===== src/design/fau_pkg.sv =====
package fau_pkg;

  // shared multiplier operand width: holds any signed 32-bit value or 2^31
  localparam int MUL_W  = 33;
  localparam int DIV_W  = 48;
  localparam int DVS_W  = 32;
  localparam int SQ_W   = 64;
  localparam int ROOT_W = 32;

  localparam logic signed [31:0] ESCAPE_FACTOR_Q16        = 32'sd65536;
  localparam logic signed [31:0] PREDATOR_ACCEL_BOOST_Q16 = 32'sd98304;

  localparam logic [2:0] CFG_ALIGN_W   = 3'd0;
  localparam logic [2:0] CFG_COH_W     = 3'd1;
  localparam logic [2:0] CFG_SEP_W     = 3'd2;
  localparam logic [2:0] CFG_SEP_DIST  = 3'd3;
  localparam logic [2:0] CFG_ACC_SCALE = 3'd4;
  localparam logic [2:0] CFG_MAX_FORCE = 3'd5;
  localparam logic [2:0] CFG_WORLD_W   = 3'd6;
  localparam logic [2:0] CFG_WORLD_H   = 3'd7;

  typedef struct packed {
    logic busy;
    logic done;
  } unit_stat_t;

  function automatic logic signed [31:0] sat32(input logic signed [65:0] v);
    logic signed [31:0] r;
    if (v > 66'sd2147483647) r = 32'sh7fffffff;
    else if (v < -66'sd2147483648) r = 32'sh80000000;
    else r = v[31:0];
    return r;
  endfunction

  function automatic logic signed [39:0] sat40(input logic signed [41:0] v);
    logic signed [39:0] r;
    if (v > 42'sd549755813887) r = 40'sh7fffffffff;
    else if (v < -42'sd549755813888) r = 40'sh8000000000;
    else r = v[39:0];
    return r;
  endfunction

  // q16.16 product: truncate toward zero, then saturate
  function automatic logic signed [31:0] mulq_post(input logic signed [65:0] p);
    logic signed [65:0] t;
    t = p[65] ? p + 66'sd65535 : p;
    return sat32(t >>> 16);
  endfunction

endpackage


===== src/design/fau_mul.sv =====
module fau_mul (
  input  logic                                 clk,
  input  logic signed [fau_pkg::MUL_W-1:0]     a,
  input  logic signed [fau_pkg::MUL_W-1:0]     b,
  output logic signed [2*fau_pkg::MUL_W-1:0]   p
);
  import fau_pkg::*;

  always_ff @(posedge clk) begin
    p <= a * b;
  end

endmodule


===== config.mk =====
export PLATFORM = sky130hd
export DESIGN_NAME = fau_mul
export DESIGN_NICKNAME = d
export VERILOG_FILES = /design/src/design/fau_pkg.sv /design/src/design/fau_mul.sv
export SDC_FILE = /design/constraint.sdc
export NUM_CORES = 2
export LEC_CHECK = 0
export ABC_CLOCK_PERIOD_IN_PS = 8090
export BUFFER_PORTS_ARGS = -buffer_cell sky130_fd_sc_hd__clkbuf_2
export CORE_MARGIN = 5
export CORE_UTILIZATION = 50
export CTS_BUF_LIST = sky130_fd_sc_hd__clkbuf_4
export DETAILED_ROUTE_END_ITERATION = 8
export PLACE_DENSITY_LB_ADDON = 0.08
export SLEW_MARGIN = 20
export SYNTH_ARGS = -nofsm -noshare
export SYNTH_HDL_FRONTEND = slang
export SYNTH_SLANG_ARGS = --single-unit

===== constraint.sdc =====
create_clock -name clk -period 8.09 [get_ports clk]
set_clock_uncertainty 0.2 [all_clocks]
set_input_delay 0 -clock clk [delete_from_list [all_inputs] [get_ports clk]]
set_output_delay 0 -clock clk [all_outputs]
set_load 0.02 [all_outputs]

# Yosys cells after proc, flatten, opt, wreduce, memory -nomap -nowiden
# Cells that the tools add are included.
# word_totals
in_bits	67
out_inout_bits	66
ff_bits	66
elab_cells	2
# op_classes
n_mul	1
# ops
op	count
$mul A33 B33 Y66	1

# Longest topological paths before layout
# depth
word_depth	1
mapped_depth	27
mapped_depth_nobuf	26

# Worst setup path after synthesis
# Ideal clock, no wire load.
# synth_timing
path_type	input-to-reg
start	in a[32] (netlist bit)
end	reg p[62] (netlist bit)
t_arrival_ns	7.157
t_required_ns	7.811
setup_time_ns	0.079
path_slack_ns	0.654
path_buffers	2
path_stages	23
cell_sequence	clkbuf_1 nand2_1 inv_1 fa_1 fa_1 fa_1 fa_1 fa_1 fa_1 fa_1 inv_1 fa_1 inv_1 ha_1 clkbuf_1 and3_1 nand3_1 nand2b_1 a2111oi_4 a211oi_4 a21o_2 a21o_1 a211oi_2
# synth_between
elab_chain_cells	1
# synth_lines
element	line	rtl
from (decl)	fau_mul.sv:3	input logic signed [fau_pkg::MUL_W-1:0] a,
$mul A33 B33 Y66	fau_mul.sv:10	p <= a * b;
to (signal assigned)	fau_mul.sv:10	
to (decl)	fau_mul.sv:5	output logic signed [2*fau_pkg::MUL_W-1:0] p
# No other way between the ends.

# Worst setup path after layout
# layout_timing
start	in b[0] (netlist bit)
end	reg p[53] (netlist bit)
# layout_between
elab_chain_cells	1
# layout_lines
element	line	rtl
from (decl)	fau_mul.sv:4	input logic signed [fau_pkg::MUL_W-1:0] b,
$mul A33 B33 Y66	fau_mul.sv:10	
# No other way between the ends.

==> implementation parameters <==
Parameter                              Value

Setup path
  Worst endpoint required time    8250 ps
  Launching element type of the critical path    input port
  Critical Path Sink Type    register
  CP max FO    17
  Setup CP Type    input port to register
  WP data arrival    7710 ps

Clocking
  Maximum clock path buffer count    2
  Clock tree from TritonCTS    yes
  CTS Sinks    66
  Clock Root Buffer    sky130_fd_sc_hd__clkbuf_4
  Clock transition at the registers of the reported paths    120 ps
  Maximum level of the CTS H-tree    3
  Total clock buffers created by CTS    9

Layout
  Fin nets    5828
  Most frequent cells in the layout    sky130_fd_sc_hd__fa_1 (1145), sky130_fd_sc_hd__inv_1 (1131), sky130_fd_sc_hd__and2_1 (562)
  Register with the most flip-flops    p
  Number of flip-flops in the largest register    66
  Final cell count without fillers    5467
  Leading cell type in the layout, fill and taps excluded    sky130_fd_sc_hd__fa_1
  Leading registers by flop count    p: 66 flops
  Share of cells above drive strength 1    7.36%
  Area delta synth->final    6.05%

Routing
  Iteration-0 DRC count of the detailed router    1314
  Post-route ant nets    0
  Drt wl/cell    20.1 µm
  Routed vias    28200
  Number of remaining DRC errors    0
  TritonRoute pass-1 iters    5
  Vias per inst    5.15
  Final Routed Wirelength    110000 µm

Global route
  Residual overflow from global routing    0
  Via count of the first global-routing pass    31000
  Wire length of the first global-routing pass    177000 µm
  Global-route usage over all layers    26.3%
  Largest net degree at the start of global routing    34
  Initial antenna violation count    3

Synthesis
  Number of enable-type register cells in the synthesized netlist    0
  Largest area contributor in the synthesized netlist    sky130_fd_sc_hd__fa_1
  Cell count after synthesis    4338
  Post-synthesis register bit count    66
  Synth Flop Type    sky130_fd_sc_hd__dfxtp_1
  Netlist cell types    80
  Syn_area_per_cell    9.39 µm²
  Post-synthesis net count    5767
  Share of flip-flops with an asynchronous set or reset    0%
  Register area share after synthesis    3.24%
  Count of yosys warnings during synthesis    0
  Top-area cell type share of the netlist area    56.3%
  Top area cells in the synthesized netlist    sky130_fd_sc_hd__fa_1 (56%), sky130_fd_sc_hd__inv_1 (10%), sky130_fd_sc_hd__and2_1 (8.6%), sky130_fd_sc_hd__ha_1 (6.7%), sky130_fd_sc_hd__nand2_1 (5.1%)
  Area of the mapped netlist    40700 µm²

Timing
  Unrepaired setup endpoints after global routing    no
  Worst hold slack across all endpoints    39.4 ps
  Minimum clock period    7550 ps
  Final-report setup violation count    0
  Slew HR    46.1%
  Fmax    0.132 GHz
  Slew at the pin with the worst max-slew slack    809 ps
  Portion of the clock cycle consumed by the worst path in the final layout    93.3%
  Pins Over Slew Limit    0
  Total negative setup slack    0 ps
  Final hold violation count    0

Placed design
  GP Congestion    0.894
  Port Buffer Count    132
  Hpwl dp    96700 µm
  Number of instances in the placed design    5444

Run
  Number of max-cap violations    0

Die
  Overall die height    295 µm
  Top-Level Pins    133
  Starting density of the core    50.5%
  Die Outline Area    87300 µm²
  Placeable core area    80700 µm²
  Count of standard-cell rows    104
  Die X    295 µm

Worst hold path
  Hold Crit Class    input port to register

Run status
  Result of the run    finished clean
layout make-up:
class | instances | area (µm²)
Antenna cell | 3 | 7.51
Inverter | 1131 | 4250
Tap cell | 1060 | 1330
Timing Repair Buffer | 271 | 1810
Clock buffer | 9 | 67.6
Multi-Input combinational cell | 2920 | 34300
Fill cell | 7705 | 37500
Sequential cell | 66 | 1320
Clock inverter | 7 | 92.6
through the flow:
stage / util (%) / setup slack, ps / instance area (µm²)
2_1_floorplan: - / 654 / 40700
3_3_place_gp: 53.3 / 158 / 43000
3_5_place_dp: 53.3 / 170 / 43000
4_1_cts: 53.5 / 147 / 43100
5_1_grt: 53.5 / 265 / 43200
6_report: 53.5 / 541 / 43200
cell usage after synthesis (5+ instances only):
| cell | n |
|---|---|
| sky130_fd_sc_hd__nor2b_1 | 5 |
| sky130_fd_sc_hd__o21a_1 | 6 |
| sky130_fd_sc_hd__a21oi_1 | 57 |
| sky130_fd_sc_hd__o21ai_0 | 25 |
| sky130_fd_sc_hd__nand3_1 | 25 |
| sky130_fd_sc_hd__clkbuf_1 | 208 |
| sky130_fd_sc_hd__xor2_1 | 25 |
| sky130_fd_sc_hd__and4_1 | 5 |
| sky130_fd_sc_hd__fa_1 | 1145 |
| sky130_fd_sc_hd__o21ai_1 | 6 |
| sky130_fd_sc_hd__nor3_1 | 7 |
| sky130_fd_sc_hd__inv_1 | 1131 |
| sky130_fd_sc_hd__nand2_1 | 551 |
| sky130_fd_sc_hd__o21bai_1 | 11 |
| sky130_fd_sc_hd__and2_1 | 562 |
| sky130_fd_sc_hd__a31oi_1 | 8 |
| sky130_fd_sc_hd__buf_2 | 11 |
| sky130_fd_sc_hd__nor2_1 | 68 |
| sky130_fd_sc_hd__nand4_1 | 11 |
| sky130_fd_sc_hd__a21o_1 | 36 |
| sky130_fd_sc_hd__and3_1 | 5 |
| sky130_fd_sc_hd__dfxtp_1 | 66 |
| sky130_fd_sc_hd__a211oi_1 | 7 |
| sky130_fd_sc_hd__ha_1 | 217 |
| sky130_fd_sc_hd__a211o_1 | 6 |
| sky130_fd_sc_hd__xnor2_1 | 43 |
| sky130_fd_sc_hd__nand2b_1 | 12 |
cell families after synthesis:
family	after synthesis	share of synthesized area, %
simple gates	1271	15.8
xor+xnor	68	1.46
buf+inv	1352	12.5
flops	66	3.24
fa+ha+maj	1362	62.9
compound gates	219	4.07
per-layer routing:
layer  track usage [%]  up-vias  share of wire, %
met5                 0        -            0.0064
met4              8.63        2               4.2
met3              2.14      171               3.3
met2              48.9      616                55
met1              32.5    14900                38
li1                  -    12500                 -
worst paths after layout:
check  cells past startpoint  from     to
max                       25  b[0]  p[53]
min                        4  b[1]   p[1]
critical path, stage by stage:
cell	delay (ps)
sky130_fd_sc_hd__dlymetal6s4s_1	410
sky130_fd_sc_hd__buf_4	300
sky130_fd_sc_hd__and2_1	190
sky130_fd_sc_hd__fa_1	530
sky130_fd_sc_hd__inv_1	50
sky130_fd_sc_hd__fa_1	520
sky130_fd_sc_hd__inv_1	50
sky130_fd_sc_hd__fa_1	490
sky130_fd_sc_hd__inv_1	70
sky130_fd_sc_hd__fa_1	500
sky130_fd_sc_hd__fa_1	530
sky130_fd_sc_hd__inv_1	60
sky130_fd_sc_hd__fa_1	440
sky130_fd_sc_hd__fa_1	510
sky130_fd_sc_hd__inv_1	50
sky130_fd_sc_hd__fa_1	600
sky130_fd_sc_hd__inv_1	70
sky130_fd_sc_hd__ha_1	390
sky130_fd_sc_hd__a21oi_1	330
sky130_fd_sc_hd__nand2b_1	110
sky130_fd_sc_hd__a2111oi_1	450
sky130_fd_sc_hd__a21oi_2	230
sky130_fd_sc_hd__a2111o_1	460
sky130_fd_sc_hd__a21oi_1	190
sky130_fd_sc_hd__xnor2_1	160
repair_timing:
item                                    CTS  global route
setup buffers                             0             4
resized for setup                         0             4
endpoints found under the setup margin    0            10
hold endpoints to repair                  1             0
hold buffers                              1             0
Power is not shown: default switching activity piles up to over one toggle a cycle in this logic, so the estimate is an artifact.
