**src/design/fau_pkg.sv**
```systemverilog
package fau_pkg;

  // shared multiplier operand width: holds any signed 32-bit value or 2^31
  localparam int MUL_W  = 33;
  localparam int DIV_W  = 48;
  localparam int DVS_W  = 32;
  localparam int SQ_W   = 64;
  localparam int ROOT_W = 32;

  localparam logic signed [31:0] ESCAPE_FACTOR_Q16        = 32'sd65536;
  localparam logic signed [31:0] PREDATOR_ACCEL_BOOST_Q16 = 32'sd98304;

  localparam logic [2:0] CFG_ALIGN_W   = 3'd0;
  localparam logic [2:0] CFG_COH_W     = 3'd1;
  localparam logic [2:0] CFG_SEP_W     = 3'd2;
  localparam logic [2:0] CFG_SEP_DIST  = 3'd3;
  localparam logic [2:0] CFG_ACC_SCALE = 3'd4;
  localparam logic [2:0] CFG_MAX_FORCE = 3'd5;
  localparam logic [2:0] CFG_WORLD_W   = 3'd6;
  localparam logic [2:0] CFG_WORLD_H   = 3'd7;

  typedef struct packed {
    logic busy;
    logic done;
  } unit_stat_t;

  function automatic logic signed [31:0] sat32(input logic signed [65:0] v);
    logic signed [31:0] r;
    if (v > 66'sd2147483647) r = 32'sh7fffffff;
    else if (v < -66'sd2147483648) r = 32'sh80000000;
    else r = v[31:0];
    return r;
  endfunction

  function automatic logic signed [39:0] sat40(input logic signed [41:0] v);
    logic signed [39:0] r;
    if (v > 42'sd549755813887) r = 40'sh7fffffffff;
    else if (v < -42'sd549755813888) r = 40'sh8000000000;
    else r = v[39:0];
    return r;
  endfunction

  // q16.16 product: truncate toward zero, then saturate
  function automatic logic signed [31:0] mulq_post(input logic signed [65:0] p);
    logic signed [65:0] t;
    t = p[65] ? p + 66'sd65535 : p;
    return sat32(t >>> 16);
  endfunction

endpackage

```
**src/design/fau_div.sv**
```systemverilog
module fau_div (
  input  logic                          clk,
  input  logic                          rst,
  input  logic                          start,
  input  logic [fau_pkg::DIV_W-1:0]     dividend,
  input  logic [fau_pkg::DVS_W-1:0]     divisor,
  output logic [fau_pkg::DIV_W-1:0]     quotient,
  output fau_pkg::unit_stat_t           stat
);
  import fau_pkg::*;

  localparam int STEP_W = $clog2(DIV_W + 1);

  logic [DIV_W-1:0]  q;
  logic [DVS_W:0]    rem;
  logic [DVS_W-1:0]  d;
  logic [STEP_W-1:0] step;
  logic [DVS_W:0]    rem_sh;
  logic              ge;

  // restoring division, one quotient bit a cycle
  always_comb begin
    rem_sh = {rem[DVS_W-1:0], q[DIV_W-1]};
    ge     = rem_sh >= {1'b0, d};
  end

  always_ff @(posedge clk) begin
    if (rst) begin
      stat <= '0;
      step <= '0;
    end else begin
      stat.done <= 1'b0;
      if (start) begin
        q         <= dividend;
        rem       <= '0;
        d         <= divisor;
        step      <= STEP_W'(DIV_W);
        stat.busy <= 1'b1;
      end else if (stat.busy) begin
        rem  <= ge ? rem_sh - {1'b0, d} : rem_sh;
        q    <= {q[DIV_W-2:0], ge};
        step <= step - 1'b1;
        if (step == STEP_W'(1)) begin
          stat.busy <= 1'b0;
          stat.done <= 1'b1;
        end
      end
    end
  end

  assign quotient = q;

endmodule

```
**config.mk**
```make
export PLATFORM = sky130hd
export DESIGN_NAME = fau_div
export DESIGN_NICKNAME = d
export VERILOG_FILES = /design/src/design/fau_pkg.sv /design/src/design/fau_div.sv
export SDC_FILE = /design/constraint.sdc
export NUM_CORES = 1
export LEC_CHECK = 0
export BUFFER_PORTS_ARGS = -buffer_cell sky130_fd_sc_hd__buf_2
export CORE_AREA = 2 2 133 135
export DETAILED_ROUTE_END_ITERATION = 7
export DIE_AREA = 0 0 135 137
export PLACE_DENSITY = 0.59
export SLEW_MARGIN = 15
export SYNTH_ARGS = -nofsm -noshare
export SYNTH_HDL_FRONTEND = slang
export SYNTH_SLANG_ARGS = --single-unit
```
**constraint.sdc**
```tcl
create_clock -name clk -period 11.8 [get_ports clk]
set_clock_uncertainty 0.2 [all_clocks]
set_input_delay 1.18 -clock clk [delete_from_list [all_inputs] [get_ports clk]]
set_output_delay 1.18 -clock clk [all_outputs]
set_load 0.005 [all_outputs]
```
---- Word-level counts from Yosys, hierarchy flattened ----
Index checks and enable logic that the tools add are counted.
operators by class
  add/subtract/negate cells ............... 2
  magnitude comparators ................... 1
  equal/unequal tests ..................... 1
  multiplexer cells ....................... 9
  bitwise operators ....................... 2
  reductions and logical operators ........ 5
operator list
  cell                   number
  $mux W48               2
  $mux W32               2
  $ge A33 B32 Y1         1
  $sub A32 B32 Y32       1
  $mux W6                2
  $eq A6 B1 Y1 const B   1
  $sub A6 B1 Y6 const B  1
  $mux W2                2
  $reduce_and A2 Y1      2
  $reduce_or A3 Y1       1
  $not A1 Y1             2
  $reduce_bool A2 Y1     1
  $reduce_or A2 Y1       1
  $mux W1                1
storage, ports and cells
  register bits after elaboration ......... 120
  input port bits ......................... 83
  output and inout port bits .............. 50

---- Logic depth before layout (Yosys ltp) ----
  word-level depth ........................ 4
  mapped depth ............................ 14
  depth with buffers taken out ............ 12

---- Worst setup path after synthesis ----
No wires, ideal clock.
  kind .................................... input to register
  start point ............................. in start
  end point ............................... reg q[0], in the netlist quotient[0] (enable)
  library setup time ...................... 519 ps
  data arrival time ....................... 5418 ps
  data required time ...................... 11081 ps
  path slack .............................. 5663 ps
  cell stages on the path ................. 5
  buffers on the path ..................... 3
  cells stage by stage .................... clkbuf_1 -> clkbuf_1 -> clkbuf_1 -> nor2_1 -> nor2_1
on the way
  cells in the longest elaborated chain, start to end .. 2
RTL lines
  item                          RTL line       text
  start, declared               fau_div.sv:4   input logic start,
  $reduce_bool A2 Y1 (no line)  -
  $reduce_and A2 Y1 (no line)   -
  end signal, assigned          fau_div.sv:34  q <= dividend;
  end signal, assigned          fau_div.sv:41  q <= {q[DIV_W-2:0], ge};
  end, declared                 fau_div.sv:14  logic [DIV_W-1:0] q;
Every way passes these cells.
A chain may end at the register's enable or synchronous reset.

---- Final worst setup path ----
  start point ............................. in start
  end point ............................... reg d[17] (enable)
on the way
  cells in the longest elaborated chain, start to end .. 1
RTL lines
  item                         RTL line       text
  $reduce_and A2 Y1 (no line)  -
  end signal, assigned         fau_div.sv:36  d <= divisor;
  end, declared                fau_div.sv:16  logic [DVS_W-1:0] d;
Every way passes these cells.

==> impl_metrics.py <==
metrics = {
    "global_route": {
        "antenna_found_initial": 0,
        "grt_busiest_layer": "met2",
        "grtUsageMet3_pct": 7.63,
        "grt_usage_pct": 17.0,
        "grt.overflow.total": 0,
        "use_met2_pct": 26.8,
        "gr-usage-met1_pct": 20.8,
        "grt_pass1_wl_um": 24400,
        "grt_pass1_vias": 4924,
        "grt_max_degree": 87,
    },
    "timing": {
        "hold_viol": 0,
        "worstMarginPinSlew_ns": 1.05,
        "max_freq_ghz": 0.266,
        "relSlewSlack_pct": 30.0,
        "finalSetupTns_ns": 0,
        "period_share_pct": 31.9,
        "slew_viol_final": 0,
        "rsz0062_at_grt": "false",
        "min_period_ns": 3.76,
        "setup_viol": 0,
    },
    "clock_tree": {
        "cts-root-buf": "clkbuf_16",
        "clkSinkCount": 120,
        "cts_max_path_buffers": 2,
        "postCtsHoldBufs": 0,
        "clk_latency_ns": 0.41,
        "cts-htree-levels": 4,
        "cts_tree": "done",
        "clk_pin_slew_worst_paths_ns": 0.06,
        "cts_inserted_buffers": 17,
        "cts_setup_buffers": 0,
        "cts_resized": 0,
    },
    "yosys": {
        "yosysSeqAreaShare_pct": 52.8,
        "syn-num-nets": 683,
        "synthArstFlopShare_pct": 0,
        "synth_ff_type": "edfxtp_1",
        "yosysTopAreaCell": "edfxtp_1",
        "ys_seq_elements": 120,
        "yosys_warnings": 0,
        "synth_simple_gate_area_share_pct": 8.82,
        "syn_inst": 565,
        "synthAdderAreaFrac_pct": 6.68,
        "synth_compound_area_share_pct": 11.7,
        "synth_edf_count": 112,
        "synthMuxAreaShare_pct": 11.7,
        "synth_most_common_cell": "edfxtp_1",
        "avgSynthCellArea_um2": 11.8,
        "yosysUniqueCellTypes": 56,
        "yosys-top-cells-area": "edfxtp_1, mux2_2, ha_1",
        "synth_top_area_share_pct": 50.4,
        "synthXorXnorAreaFrac_pct": 4.20,
        "synth_top_family_by_area": "compound AO/OA/AOI/OAI gates",
        "netlist_top_cells_count": "edfxtp_1, nor2_1, mux2_2, inv_1, ha_1",
        "synth.cell_area_mm2": 0.00667,
    },
    "route": {
        "drt_iter0_drc": 226,
        "vias_per_cell": 5.11,
        "via_count": 4770,
        "route.detailed.drc": 0,
        "detail_route.wirelength_um": 14900,
        "ant_nets": 0,
        "drt_pre_antenna_iters": 4,
        "wl_per_cell_um": 16.0,
    },
    "layout": {
        "num_antenna_cells": 0,
        "finalInstanceArea_mm2": 0.00813,
        "drive_gt1_share_pct": 31.5,
        "areaGrowthSynthToFinish_pct": 21.9,
        "final_nets": 814,
    },
    "critical_path": {
        "crit_fanout": 86,
        "worst-path-buf-inv": 4,
        "cp.required_ns": 11.69,
        "path_cells": "buf_2 > buf_4 > inv_1 > nor2_2 > buf_4",
        "worstSetupPathType": "input port to flop",
        "path_delay_family": "buffers and inverters",
        "worstPathArrival_ns": 3.65,
        "critPathMaxStageDelay_ns": 0.81,
        "end_kind": "flop",
        "cpMostUsedCell": "buf_4",
        "crit_path_start_kind": "input port",
        "worst_path_max_delay_cell": "nor2_2",
    },
    "placed_design": {
        "port_buffers": 132,
        "gp_congestion": 0.836,
        "dp_hpwl_um": 10400,
        "placed_area_mm2": 0.00754,
    },
    "die": {
        "start_util_pct": 39.1,
        "coreArea_mm2": 0.0171,
        "die_y_um": 137,
        "fp.dieArea_mm2": 0.0185,
        "rows": 48,
        "pin_count": 133,
        "die_w_um": 135,
    },
    "power": {
        "leakagePower_nw": 3.36,
        "power_density_mw_per_mm2": 164,
        "ir_worst_vdd_mv": 0.0975,
    },
    "job": {
        "max-cap-violations": 0,
    },
    "status": {
        "run_status": "completed",
    },
    "worst_hold_path": {
        "hp-class": "flop to flop",
    },
}
area by class of cell:
class	count	area, µm²
clock buffers	20	437
fillers	1565	8930
clock inverters	12	151
inverters	44	165
well taps	225	282
repair buffers	135	683
flip-flops and latches	120	3520
multi-input cells	378	2890
per-layer routing:
layer | vias to the layer above | wire length, µm
met5 | - | 0
li1 | 2346 | -
met3 | 12 | 1210
met2 | 132 | 6840
met4 | 0 | 168
met1 | 2280 | 6700
state kept, by name (all words and copies together), names as in the netlist:
| register | flops |
|---|---|
| quotient | 48 |
| d | 32 |
| rem | 32 |
| step | 6 |
| stat | 2 |
where the power goes:
group	total (mW)	switching, mW	internal [mW]	leakage [nW]
sequential	0.528	0.0169	0.511	1.14
combinational	0.284	0.156	0.128	1.95
clock	0.525	0.193	0.332	0.274
cells by family (layout without fill, tap and decap cells):
logic type | count (synthesis) | count (layout)
simple gates | 126 | 126
flops | 120 | 120
compound gates | 113 | 113
mux | 72 | 72
buf+inv | 67 | 211
fa+ha+maj | 35 | 35
xor+xnor | 32 | 32
through the flow:
stage               utilization (%)  worst slack (ns)  hold slack (ns)  std cells  total power [mW]
floorplan                         -              5.66            0.269        565             0.748
global placement               44.2              7.65            0.291        902             0.816
detailed placement             44.2              7.50            0.306        902             0.819
CTS                            47.6              7.94            0.314        934              1.35
global route                   47.6              7.79            0.349        934              1.41
finish                         47.6              8.04            0.309        934              1.34
path summary, 6_finish.rpt:
kind	startpoint	end	slack [ns]	cells after the start
setup reg to reg	quotient[47]	rem[30]	8.14	12
setup / recovery	start	d[17]	8.04	5
hold / removal	step[1]	step[1]	0.31	2
hold reg to reg	step[1]	step[1]	0.31	2
worst min-delay path, delay by kind of cell, from the launching register on:
kind / cells / cell delay (ns)
AOI/OAI and AO/OA: 1 / 0.06
DFF: 1 / 0.32
and+or+nand+nor: 1 / 0.08
layout by cell type, fill, tap and decap left out, types with 9 or more instances in the layout:
cell       netlist  layout
xor2_1           9       9
edfxtp_1       112     112
a21o_1          17      17
o21ai_0         14      14
inv_1           43      43
mux2i_1         25      25
ha_1            34      34
nand2_1         26      26
a21oi_1         31      31
nor2_1          53      51
nand4_1          9       9
clkbuf_16        0      17
mux2_2          47      47
buf_2            3     132
xnor2_1         23      23
Power figures use the tool's default switching activity.
