--- src/design/fau_pkg.sv ---
package fau_pkg;

  // shared multiplier operand width: holds any signed 32-bit value or 2^31
  localparam int MUL_W  = 33;
  localparam int DIV_W  = 48;
  localparam int DVS_W  = 32;
  localparam int SQ_W   = 64;
  localparam int ROOT_W = 32;

  localparam logic signed [31:0] ESCAPE_FACTOR_Q16        = 32'sd65536;
  localparam logic signed [31:0] PREDATOR_ACCEL_BOOST_Q16 = 32'sd98304;

  localparam logic [2:0] CFG_ALIGN_W   = 3'd0;
  localparam logic [2:0] CFG_COH_W     = 3'd1;
  localparam logic [2:0] CFG_SEP_W     = 3'd2;
  localparam logic [2:0] CFG_SEP_DIST  = 3'd3;
  localparam logic [2:0] CFG_ACC_SCALE = 3'd4;
  localparam logic [2:0] CFG_MAX_FORCE = 3'd5;
  localparam logic [2:0] CFG_WORLD_W   = 3'd6;
  localparam logic [2:0] CFG_WORLD_H   = 3'd7;

  typedef struct packed {
    logic busy;
    logic done;
  } unit_stat_t;

  function automatic logic signed [31:0] sat32(input logic signed [65:0] v);
    logic signed [31:0] r;
    if (v > 66'sd2147483647) r = 32'sh7fffffff;
    else if (v < -66'sd2147483648) r = 32'sh80000000;
    else r = v[31:0];
    return r;
  endfunction

  function automatic logic signed [39:0] sat40(input logic signed [41:0] v);
    logic signed [39:0] r;
    if (v > 42'sd549755813887) r = 40'sh7fffffffff;
    else if (v < -42'sd549755813888) r = 40'sh8000000000;
    else r = v[39:0];
    return r;
  endfunction

  // q16.16 product: truncate toward zero, then saturate
  function automatic logic signed [31:0] mulq_post(input logic signed [65:0] p);
    logic signed [65:0] t;
    t = p[65] ? p + 66'sd65535 : p;
    return sat32(t >>> 16);
  endfunction

endpackage

--- src/design/fau_sqrt.sv ---
module fau_sqrt (
  input  logic                          clk,
  input  logic                          rst,
  input  logic                          start,
  input  logic [fau_pkg::SQ_W-1:0]      radicand,
  output logic [fau_pkg::ROOT_W-1:0]    root,
  output fau_pkg::unit_stat_t           stat
);
  import fau_pkg::*;

  localparam int STEPS  = SQ_W / 2;
  localparam int STEP_W = $clog2(STEPS + 1);

  logic [SQ_W-1:0]   n;
  logic [SQ_W-1:0]   r;
  logic [SQ_W-1:0]   bitv;
  logic [STEP_W-1:0] step;
  logic [SQ_W:0]     t;
  logic              ge;

  // digit-by-digit floor square root, two radicand bits a cycle
  always_comb begin
    t  = {1'b0, r} + {1'b0, bitv};
    ge = {1'b0, n} >= t;
  end

  always_ff @(posedge clk) begin
    if (rst) begin
      stat <= '0;
      step <= '0;
    end else begin
      stat.done <= 1'b0;
      if (start) begin
        n         <= radicand;
        r         <= '0;
        bitv      <= {2'b01, {(SQ_W-2){1'b0}}};
        step      <= STEP_W'(STEPS);
        stat.busy <= 1'b1;
      end else if (stat.busy) begin
        if (ge) begin
          n <= n - t[SQ_W-1:0];
          r <= (r >> 1) + bitv;
        end else begin
          r <= r >> 1;
        end
        bitv <= bitv >> 2;
        step <= step - 1'b1;
        if (step == STEP_W'(1)) begin
          stat.busy <= 1'b0;
          stat.done <= 1'b1;
        end
      end
    end
  end

  assign root = r[ROOT_W-1:0];

endmodule
--- config.mk ---
export PLATFORM = sky130hd
export DESIGN_NAME = fau_sqrt
export DESIGN_NICKNAME = d
export VERILOG_FILES = /design/src/design/fau_pkg.sv /design/src/design/fau_sqrt.sv
export SDC_FILE = /design/constraint.sdc
export NUM_CORES = 1
export LEC_CHECK = 0
export ABC_AREA = 1
export BUFFER_PORTS_ARGS = -buffer_cell sky130_fd_sc_hd__buf_4
export CAP_MARGIN = 20
export CORE_UTILIZATION = 50
export DETAILED_ROUTE_END_ITERATION = 7
export PLACE_DENSITY = 0.67
export SYNTH_ARGS = -nofsm -noshare
export SYNTH_HDL_FRONTEND = slang
export SYNTH_SLANG_ARGS = --single-unit
--- constraint.sdc ---
create_clock -name clk -period 8.6 [get_ports clk]
set_input_delay 0.86 -clock clk [delete_from_list [all_inputs] [get_ports clk]]
set_output_delay 0.86 -clock clk [all_outputs]
set_load 0.01 [all_outputs]
# Yosys cells after proc, flatten, opt, wreduce, memory -nomap -nowiden

Cells that the tools add are included.

Output and inout port bits: 34
Logic and storage cells: 32
Bits in registers: 168
Input port bits: 67

Mux-type cells: 11
Add/subtract/negate cells: 4
Equality and inequality tests: 1
Reduce and logical (&&, ||, !) cells: 6
Order comparisons: 1
Bitwise gates (word level): 2

Operators by type and width:

| kind                                              | number |
|---|---|
| two-way mux 64 bit                                | 5 |
| adder 64 x 63 -> 65 bit                           | 1 |
| >= comparator 64 x 65 -> 1 bit                    | 1 |
| adder 63 x 63 -> 64 bit                           | 1 |
| subtractor 64 bit                                 | 1 |
| two-way mux 63 bit                                | 1 |
| two-way mux 6 bit                                 | 2 |
| == test 6 x 1 -> 1 bit (second input constant)    | 1 |
| subtractor 6 x 1 -> 6 bit (second input constant) | 1 |
| two-way mux 2 bit                                 | 2 |
| nonzero test 2 bit                                | 2 |
| AND reduction 3 bit                               | 1 |
| OR reduction 3 bit                                | 1 |
| inverter 1 bit                                    | 2 |
| AND reduction 2 bit                               | 1 |
| OR reduction 2 bit                                | 1 |
| two-way mux 1 bit                                 | 1 |

# Logic depth before layout (Yosys ltp)

Word-level depth: 5
Depth in mapped cells: 30
Depth with buffers taken out: 29

# Worst setup path after synthesis

Ideal clock, no wire load.

Path kind: input to register
Start: input start
End: register n[0], enable pin
Data required time: 8.182 ns
Library setup time: 0.418 ns
Arrival time: 7.350 ns
Setup slack: 0.832 ns
Buffers on the path: 0
Stages: 4
Path through: inv_1 -> a21oi_1 -> o21ai_1 -> inv_1

Word-level cells in the longest chain between the ends: 2
Elaborated cells on any way between the ends: 3

Ends and longest elaborated chain:

| item                                     | line           | text |
|---|---|---|
| start, declared                          | fau_sqrt.sv:4  | `input logic start,` |
| nonzero test 2 bit (no source line)      | -              |  |
| AND reduction 3 bit (no source line) (*) | -              |  |
| end signal, assigned                     | fau_sqrt.sv:34 | `n <= radicand;` |
| end signal, assigned                     | fau_sqrt.sv:41 | `n <= n - t[SQ_W-1:0];` |
| end, declared                            | fau_sqrt.sv:14 | `logic [SQ_W-1:0] n;` |

Every way passes the cells marked *; elsewhere a longest branch is shown, timed or not.
A chain may end at the register's enable or synchronous reset.

# Final worst setup path

Start: register r[6]
End: register n[53], enable pin

Word-level cells in the longest chain between the ends: 4

Ends and longest elaborated chain:

| item                                 | line           | text |
|---|---|---|
| start, declared                      | fau_sqrt.sv:15 | `logic [SQ_W-1:0] r;` |
| start signal, assigned               | fau_sqrt.sv:42 | `r <= (r >> 1) + bitv;` |
| start signal, assigned               | fau_sqrt.sv:44 | `r <= r >> 1;` |
| adder 64 x 63 -> 65 bit              | fau_sqrt.sv:23 | `t = {1'b0, r} + {1'b0, bitv};` |
| >= comparator 64 x 65 -> 1 bit       | fau_sqrt.sv:24 | `ge = {1'b0, n} >= t;` |
| nonzero test 2 bit (no source line)  | -              |  |
| AND reduction 3 bit (no source line) | -              |  |

No other way between the ends.

==> flow_summary.json <==
{
  "critPathMostFrequentCell": "nand2_1",
  "ant_nets": 0,
  "synth_area_leaders": "edfxtp_1, nand2_1, ha_1",
  "p_leak_nw": 8.79,
  "core_area_um2": 36800,
  "first_global_vias": 19802,
  "drive_above_1_share_pct": 6.42,
  "cts_max_level": 4,
  "synth.top_cell.area_share_pct": 25.6,
  "crit_path_max_incr_delay_ns": 0.58,
  "hp-class": "flip-flop to flip-flop",
  "fill_cells": 3706,
  "switchingPower_mw": 2.02,
  "skew_ns": 0.0160,
  "drt_first_pass_iters": 8,
  "worstPathMaxFanout": 31,
  "finalPower_mw": 4.20,
  "clock_sinks": 168,
  "grt_overflow": 0,
  "layout_commonest_cell": "nand2_1",
  "grt_max_degree": 77,
  "avgSynthCellArea_um2": 6.42,
  "numCtsBuffers": 17,
  "cts_hold_repair.buffers": 0,
  "ios": 101,
  "yosys.area_share.simple_pct": 33.3,
  "max_slew.worst_pin.slew_ns": 1.13,
  "start_util_pct": 51.1,
  "drtIter0Drc": 2041,
  "endpoint_kind": "flip-flop",
  "status": "finished, violations left",
  "avgViaCountPerCell": 5.87,
  "critical_path.startpoint": "r[6]",
  "drc": 18,
  "timing.fmax_ghz": 0.159,
  "reg2reg_from": "r[6]",
  "drv_slew": 0,
  "p_comb_share_pct": 53.2,
  "cts.clk_slew.worst_paths_ns": 0.08,
  "synth_compound_area_share_pct": 15.5,
  "synth.area.mux_share_pct": 0,
  "synth_edf_count": 160,
  "cts_buffer_depth": 2,
  "p_int_mw": 2.18,
  "rsz0062_at_grt": "false",
  "final_nets": 3179,
  "cap_violations": 0,
  "start_kind": "flip-flop",
  "worstPathCellList": "ha_1 > nand2_1 > nor2_1 > nand2_1 > nand2_1 > inv_1 > o21ai_0 > a31oi_1 > o21ai_0 > xnor2_1 > ha_1 > nand4_1 > nor3_2 > nand2_1 > o21ai_1 > nand3_1 > nand2_1 > nor2_4 > buf_4 > nand2_2 > o21ai_1 > inv_2 > buf_12 > buf_4",
  "cts_root_buffer": "clkbuf_16",
  "syn_nets": 3127,
  "relSlewSlack_pct": 23.8,
  "setup_violations": 0,
  "final_cell_mix": "nand2_1, inv_1, nor2_1, nand3_1, a21oi_1",
  "grt_pass1_wl_um": 110000,
  "clkPwrFrac_pct": 18.7,
  "cpMaxStageDelayCell": "o21ai_0",
  "die_w_um": 196,
  "wl_per_cell_um": 20.9,
  "synth_top_family_by_area": "simple AND/OR/NAND/NOR gates",
  "cts_tree": "built",
  "ys_seq_elements": 168,
  "grt.total_usage_pct": 38.0,
  "die_h_um": 196,
  "cts_resized": 0,
  "critPathArrivalTime_ns": 6.48,
  "dpl.hpwl_um": 58900,
  "num_vias": 20322,
  "antenna_found_initial": 1,
  "violations": "design-rule violations",
  "syn_to_final_growth_pct": 8.19,
  "gp_congestion": 1.08,
  "port_buffers": 100,
  "netlist-cell-type-count": 50,
  "min-delay-start": "step[4]",
  "ys_seq_area_share_pct": 26.4,
  "die-area_um2": 38400,
  "ir_drop_uv": 144,
  "synthFlopType": "edfxtp_1",
  "yosysWarnings": 0,
  "wl_um": 72300,
  "antenna_cells": 0,
  "critPathRequiredTime_ns": 8.78,
  "post_cts_buffers": 0,
  "period_needed_ns": 6.30,
  "ys_async_sr_fraction_pct": 0,
  "fp-row-count": 70,
  "critical_path_class": "flip-flop to flip-flop",
  "clock_latency_ns": 0.48,
  "finalSetupTns_ns": 0,
  "synth_xor_area_share_pct": 5.59,
  "fin_crit_sh_pct": 73.3,
  "p_per_area_nw_per_um2": 206,
  "synthAdderAreaFrac_pct": 8.89,
  "syn_area_um2": 18800,
  "netlist_instances": 2927,
  "hold_viol_final": 0,
  "synth_largest_area_cell": "edfxtp_1",
  "switching_share_pct": 48.1,
  "p_seq_share_pct": 28.1
}
==> worst paths after layout <==
| path | to | cells past startpoint | slack, ns |
|---|---|---|---|
| worst max register to register | n[53] | 24 | 2.30 |
| worst min register to register | step[4] | 2 | 0.51 |
| worst max-delay path | n[53] | 24 | 2.30 |
| worst min-delay path | step[4] | 2 | 0.51 |
==> layer usage <==
metal  global-route usage (%)  vias up  wire length [um]
met3                     6.05      191              5890
met1                     47.3     9314             29500
met2                     63.9     1046             33200
met4                     18.4        0              3690
li1                         -     9771                 -
met5                        0        -                 0
==> stage by stage <==
step           setup WS (ns)  cell area, um^2  utilization, %  instances  hold WS [ns]
6_report                2.30            20300            55.3       3460         0.511
5_1_grt                 2.04            20300            55.3       3460         0.542
3_3_place_gp            2.19            19800            53.7       3427         0.478
2_1_floorplan          0.832            18800               -       2927         0.459
4_1_cts                 2.11            20300            55.2       3459         0.503
3_5_place_dp            2.16            19800            53.7       3427         0.492
==> cell usage after synthesis, types with 36 or more instances <==
master and instances:
o21ai_0 205, xor2_1 70, nor3_1 36, inv_1 386, xnor2_1 50, buf_4 38
ha_1 132, nand3_1 222, nor2_1 371, a21oi_1 215, nand2_1 776, edfxtp_1 160
==> cell type report <==
cell class / instances / area, um^2 / share of cell area [%]
clock buffer: 18 / 429 / 2.11
multi-input combinational: 2293 / 11900 / 58.6
sequential: 168 / 4960 / 24.4
clock inverter: 14 / 138 / 0.677
timing repair buffer: 111 / 846 / 4.16
tap: 468 / 586 / 2.88
inverter: 388 / 1460 / 7.17
==> critical path: cells and delay by family (launching register included) <==
kind | cells | cell delay, ns
buffers and inverters | 5 | 1.23
AND/OR/NAND/NOR | 11 | 1.72
adder cells (fa/ha/maj) | 2 | 0.88
flip-flops | 1 | 0.53
AO/OA/AOI/OAI | 5 | 1.37
XOR/XNOR | 1 | 0.18
==> power by group through the flow <==
stage          combinational (mW)  sequential (mW)  clock, mW
6_report                     2.23             1.18      0.783
5_1_grt                      2.44             1.19      0.811
4_1_cts                      2.17             1.17      0.787
3_5_place_dp                 2.16             1.19          0
3_3_place_gp                 2.14             1.19          0
2_1_floorplan                1.55             1.13          0
==> flip-flops by register name, indices dropped and copies added (netlist names) <==
name	flops
bitv	32
stat	2
r	64
step	6
n	64
==> logic make-up after synthesis <==
| logic type | Yosys count |
|---|---|
| DFF | 168 |
| and+or+nand+nor | 1506 |
| AOI/OAI and AO/OA | 534 |
| xor gates and xnor gates | 120 |
| adders and majority gates | 133 |
| buffers and inverters | 466 |
No activity file was read; power rests on OpenSTA's default activity.
